`src/hdl/fifo_set_assoc_cache_prefetch_macros.svh`:
```
// Assertion macros for the set-associative cache block.
`ifndef FIFO_SET_ASSOC_CACHE_PREFETCH_MACROS_SVH
`define FIFO_SET_ASSOC_CACHE_PREFETCH_MACROS_SVH
`ifndef NO_ASSERTIONS
`define FSACP_ASSERT_IMP(label, clk, rst, ante, cons) \
  label: assert property (@(posedge clk) disable iff (rst) (ante) |-> (cons)) \
    else $error("assertion failed");
`define FSACP_ASSERT_NEXT(label, clk, rst, ante, cons) \
  label: assert property (@(posedge clk) disable iff (rst) (ante) |=> (cons)) \
    else $error("assertion failed");
`else
`define FSACP_ASSERT_IMP(label, clk, rst, ante, cons)
`define FSACP_ASSERT_NEXT(label, clk, rst, ante, cons)
`endif
`endif

```
`src/hdl/fsacp_pkg.sv`:
```
// Shared types and constants for the set-associative cache block.
package fsacp_pkg;
  localparam int unsigned CNT_W = 32;
  localparam logic [1:0] REG_WAYS = 2'd0;
  localparam logic [1:0] REG_INDEX = 2'd1;
  localparam logic [1:0] REG_OFFSET = 2'd2;
  localparam logic [1:0] REG_PREFETCH = 2'd3;

  // Counter increment requests from the sequencer.
  typedef struct packed {
    logic rd;
    logic wr;
    logic hit;
    logic miss;
  } cnt_inc_t;

  typedef enum logic [6:0] {
    ST_IDLE   = 7'b0000001,
    ST_CLEAR  = 7'b0000010,
    ST_ADDR   = 7'b0000100,
    ST_READ   = 7'b0001000,
    ST_CMP    = 7'b0010000,
    ST_FILL   = 7'b0100000,
    ST_DONE   = 7'b1000000
  } state_t;
endpackage

```
`src/hdl/fsacp_counters.sv`:
```
// Saturating event counters.
module fsacp_counters (
  input  logic                    clk,
  input  logic                    rst,
  input  fsacp_pkg::cnt_inc_t     inc,
  output logic [fsacp_pkg::CNT_W-1:0] reads,
  output logic [fsacp_pkg::CNT_W-1:0] writes,
  output logic [fsacp_pkg::CNT_W-1:0] hits,
  output logic [fsacp_pkg::CNT_W-1:0] misses
);
  // Advance each count, hold at all ones.
  always_ff @(posedge clk) begin
    if (rst) begin
      reads <= '0; writes <= '0; hits <= '0; misses <= '0;
    end else begin
      if (inc.rd && !(&reads)) reads <= reads + 1'b1;
      if (inc.wr && !(&writes)) writes <= writes + 1'b1;
      if (inc.hit && !(&hits)) hits <= hits + 1'b1;
      if (inc.miss && !(&misses)) misses <= misses + 1'b1;
    end
  end
endmodule

```
`config.mk`:
```
export PLATFORM = sky130hd
export DESIGN_NAME = fsacp_counters
export DESIGN_NICKNAME = d
export VERILOG_FILES = /design/src/hdl/fifo_set_assoc_cache_prefetch_macros.svh /design/src/hdl/fsacp_pkg.sv /design/src/hdl/fsacp_counters.sv
export SDC_FILE = /design/constraint.sdc
export NUM_CORES = 1
export LEC_CHECK = 0
export BUFFER_PORTS_ARGS = -buffer_cell sky130_fd_sc_hd__buf_4
export CAP_MARGIN = 20
export CORE_MARGIN = 2
export CORE_UTILIZATION = 45
export CTS_CLUSTER_DIAMETER = 100
export DETAILED_ROUTE_END_ITERATION = 16
export GPL_TIMING_DRIVEN = 1
export PLACE_DENSITY_LB_ADDON = 0.2
export SLEW_MARGIN = 20
export SYNTH_ARGS = -nofsm -noshare
export SYNTH_HDL_FRONTEND = slang
export SYNTH_SLANG_ARGS = --single-unit
export TNS_END_PERCENT = 30
```
`constraint.sdc`:
```
create_clock -name clk -period 2.3 [get_ports clk]
set_input_delay 0.46 -clock clk [delete_from_list [all_inputs] [get_ports clk]]
set_output_delay 0.46 -clock clk [all_outputs]
set_load 0.01 [all_outputs]
```
Word level (Yosys, flattened, before mapping)
Index checks and enable logic that the tools add are counted.
{"block": "totals", "output_inout_bits": 128, "word_cells": 20, "inputBits": 6, "ff_bits": 128}
{"block": "op_classes", "n_reduce_logical": 12, "add_sub_neg": 4}
{"op": "adder 32 x 1 -> 32 bit (second input constant)", "count": 4}
{"op": "AND reduction 32 bit", "count": 4}
{"op": "logical AND 1 bit", "count": 4}
{"op": "logical NOT 1 bit", "count": 4}

Depth between registers and ports, before layout
{"block": "depth", "depth_word": 3, "ltp_mapped": 8, "mapped_depth_nobuf": 6}

Worst setup path before layout
Ideal clock, no wire load.
{"block": "synth_timing", "path_kind": "register to register", "from": "register reads[0] (netlist bit)", "to": "register reads[22] (netlist bit)", "n_path_buf": 1, "path_stages_with_launch": 8, "arrival_time_ns": 2.276, "required_ns": 2.230, "setup_slack_ns": -0.046, "setup_time_ns": 0.070, "synth_period_minus_slack_ns": 2.346, "path_cell_list": "dfxtp_1 -> ha_1 -> nand4_1 -> or4_1 -> buf_2 -> a211o_1 -> or4_1 -> a21oi_1"}
{"block": "synth_between", "elab_chain_cells": 3, "word_cells_on_any_way": 4, "classes_between": "add/sub: 1; reduce/logical: 3"}
{"item": "start, declared", "line_no": "fsacp_counters.sv:6", "rtl": "output logic [fsacp_pkg::CNT_W-1:0] reads,"}
{"item": "start signal, assigned", "line_no": "fsacp_counters.sv:16", "rtl": "if (inc.rd && !(&reads)) reads <= reads + 1'b1;"}
{"item": "parallel branches: the longest is 3 deep, another holds adder 32 x 1 -> 32 bit"}
Several ways; the timed one is not identified.
A chain may end at the register's enable or synchronous reset.

Final worst setup path
{"block": "layout_timing", "from": "register reads[7] (netlist bit)", "to": "register reads[15] (netlist bit)"}
Same word-level chain as after synthesis.

==> out/qor.csv <==
metric,value,unit
Hold Crit Class,primary input to flop,
share of cells above drive strength 1,0.261,
fraction of registers with async set/reset,0,
ANT cells,0,
CP startpoint kind,flop,
total track usage,0.216,
Synth Net Count,795,
Bufs and invs on worst path,2,
Max-slew headroom,0.623,
status,"complete, no violations",
number of synthesized flops with an enable pin,0,
dominant cell type by area after synthesis,dfxtp_1,
ranking of synthesized cells by area,"dfxtp_1 (40%), a21oi_1 (5.8%), or3_1 (4.5%), nor2_1 (3.9%), nand2_1 (3.8%)",
post-synthesis sequential area ratio,0.400,
worst-margin pin slew,563,ps
Placeable Area,13900,um2
dpl cells,1131,
part of the cycle the worst path needs,0.922,
Cell Rows,43,
Max VDD drop,432,uV
worst setup margin,178,ps
Most Frequent Cell on Critical Path,buf_4,
dpl cell area,8040,um2
WL/cell,14.3,um
RePlAce Congestion,0.802,
iteration count of the initial detailed-routing pass,4,
dominant synthesized flop cell,dfxtp_1,
Fmax,471,MHz
Detail Route Antenna Nets,0,
hold slack,470,ps
nets,980,
largest net degree at the start of global routing,45,
DPL Wire Length,12000,um
Worst-path clk slew,50,ps
total length of routed wires,16600,um
Die Y,123,um
Final Max Slew Viols,0,
setup tns final,0,ps
CTS tree,built,
Clock Skews,8.01,ps
Synth Instances,785,
share of the synthesized area in the top cell type,0.400,
endpoints failing hold,0,
CTS buffer count,17,
Clock Sinks,128,
depth of the CTS H-tree,4,
"count leader, synth",dfxtp_1,
Post-CTS Setup Bufs,0,
GRT Residual Overflow,0,
CP cell instances,nand4_2 > or4_4 > buf_4 > nor3_4 > buf_4 > or3_1 > a21oi_1,
vias after detailed routing,6591,
# IOs,134,
Avg Synthesized Cell Area,8.16,um2
initial antenna violation count,0,
initial DRC count,429,
Non-Filler Instances,1160,
Avg Vias per Cell,5.68,
Tmin final,2120,ps
Crit Path Max Fanout,11,
most frequent cells after synthesis,"dfxtp_1 (128), a21oi_1 (74), nor2_1 (67)",
Power Density,566,nW/um2
RSZ-0062 raised after global routing,false,
Post-route DRC,0,
yosys warns,0,
Critical Path Slowest Stage Cell,or4_4,
Worst setup EP type,flop,
Die ar.,15200,um2
Synth Cell Area,6400,um2
"FF+latch count, synth",128,
Final setup viols,0,
Clock Tree Buf Depth,2,
first-pass GRT wire length,26800,um
"Distinct cells, synth",49,
Crit path max-delay family,simple AND/OR/NAND/NOR gates,
synthesis-to-finish area growth,34.1,%
Port Buffers,133,
max cap viols,0,
Die W,123,um
Root Buffer,clkbuf_16,
Crit path largest cell delay,580,ps
CP Data Arrival Time,2390,ps
count of hold-fix buffers inserted at cts,0,
pre-CTS setup slack,125,ps
post-route cell area,8590,um2
later-pin clock latency in the skew report,410,ps
leakage power,3.21,nW
Initial Utilization,0.461,
critical setup path kind,flop to flop,
vias in the first global route,5666,
CP Data Required Time,2570,ps
==> timing repair <==
item / 4_1_cts / 5_1_grt
resized for setup: 0 / 4
endpoints found under the hold margin: 0 / 0
endpoints found under the setup margin: 0 / 17
==> sequential cells by signal, summed over array words and instances (netlist names) <==
signal  cells
hits       32
misses     32
reads      32
writes     32
==> placed cells by master (no fill, tap or decap), drive strengths merged, types with 5 or more instances in the layout <==
master,instances
nor2b,10
clkinv,7
nor4b,5
or3,46
nand4,38
a31oi,5
and2,7
and4,14
a21oi,74
clkbuf,21
buf,201
nor4,18
and3,15
a211oi,8
nor3,15
mux2,9
inv,16
dfxtp,128
nand2,65
o31ai,27
xnor2,23
nor2,67
or4,28
nand3,39
xor2,11
o21ai,47
==> path summary, 6_finish.rpt <==
check / from / end / slack (ps) / cells past startpoint
setup / recovery: reads[7] / reads[15] / 180 / 7
hold / removal: inc[0] / misses[5] / 470 / 4
setup reg to reg: reads[7] / reads[15] / 180 / 7
hold reg to reg: hits[26] / hits[26] / 500 / 2
==> through the flow <==
step	total power, mW	utilization
2_1_floorplan	2.38	-
3_3_place_gp	2.45	0.579
3_5_place_dp	2.45	0.579
4_1_cts	4.92	0.617
5_1_grt	5.03	0.619
6_report	4.86	0.619
==> power by group <==
group          leakage [nW]  total (mW)  switching [mW]  internal (mW)
registers              1.03        2.25          0.0145           2.23
logic                  1.90       0.154          0.0904         0.0637
clock network         0.274        2.46           0.922           1.54
==> tightest hold or removal path: stages <==
cell     delay (ps)
buf_4           140
nand3_1          80
or3_1           100
a21oi_1          50
==> routing by layer <==
metal	vias to the layer above	track usage	routed length (um)
li1	3327	-	-
met2	134	0.346	7690
met3	14	0.0443	764
met4	0	0.0739	177
met1	3116	0.289	7950
met5	-	0	0
==> logic make-up (layout without fill, tap and decap cells) <==
kind of cell	Yosys count	in the layout	share of synthesized area
adder cells (fa/ha/maj)	4	4	0.00781
flip-flops	128	128	0.400
multiplexers	13	13	0.0221
buffers and inverters	51	246	0.0313
AO/OA/AOI/OAI	180	180	0.167
AND/OR/NAND/NOR	375	375	0.325
XOR/XNOR	34	34	0.0465
==> layout make-up <==
cell class | count | area, um2
Timing Repair Buffer | 201 | 1530
Clock inverter | 8 | 65.1
Multi-Input combinational cell | 606 | 3670
Fill cell | 1244 | 5290
Tap cell | 180 | 225
Sequential cell | 128 | 2560
Inverter | 16 | 60.1
Clock buffer | 21 | 470
No activity file was read; power rests on OpenSTA's default activity.
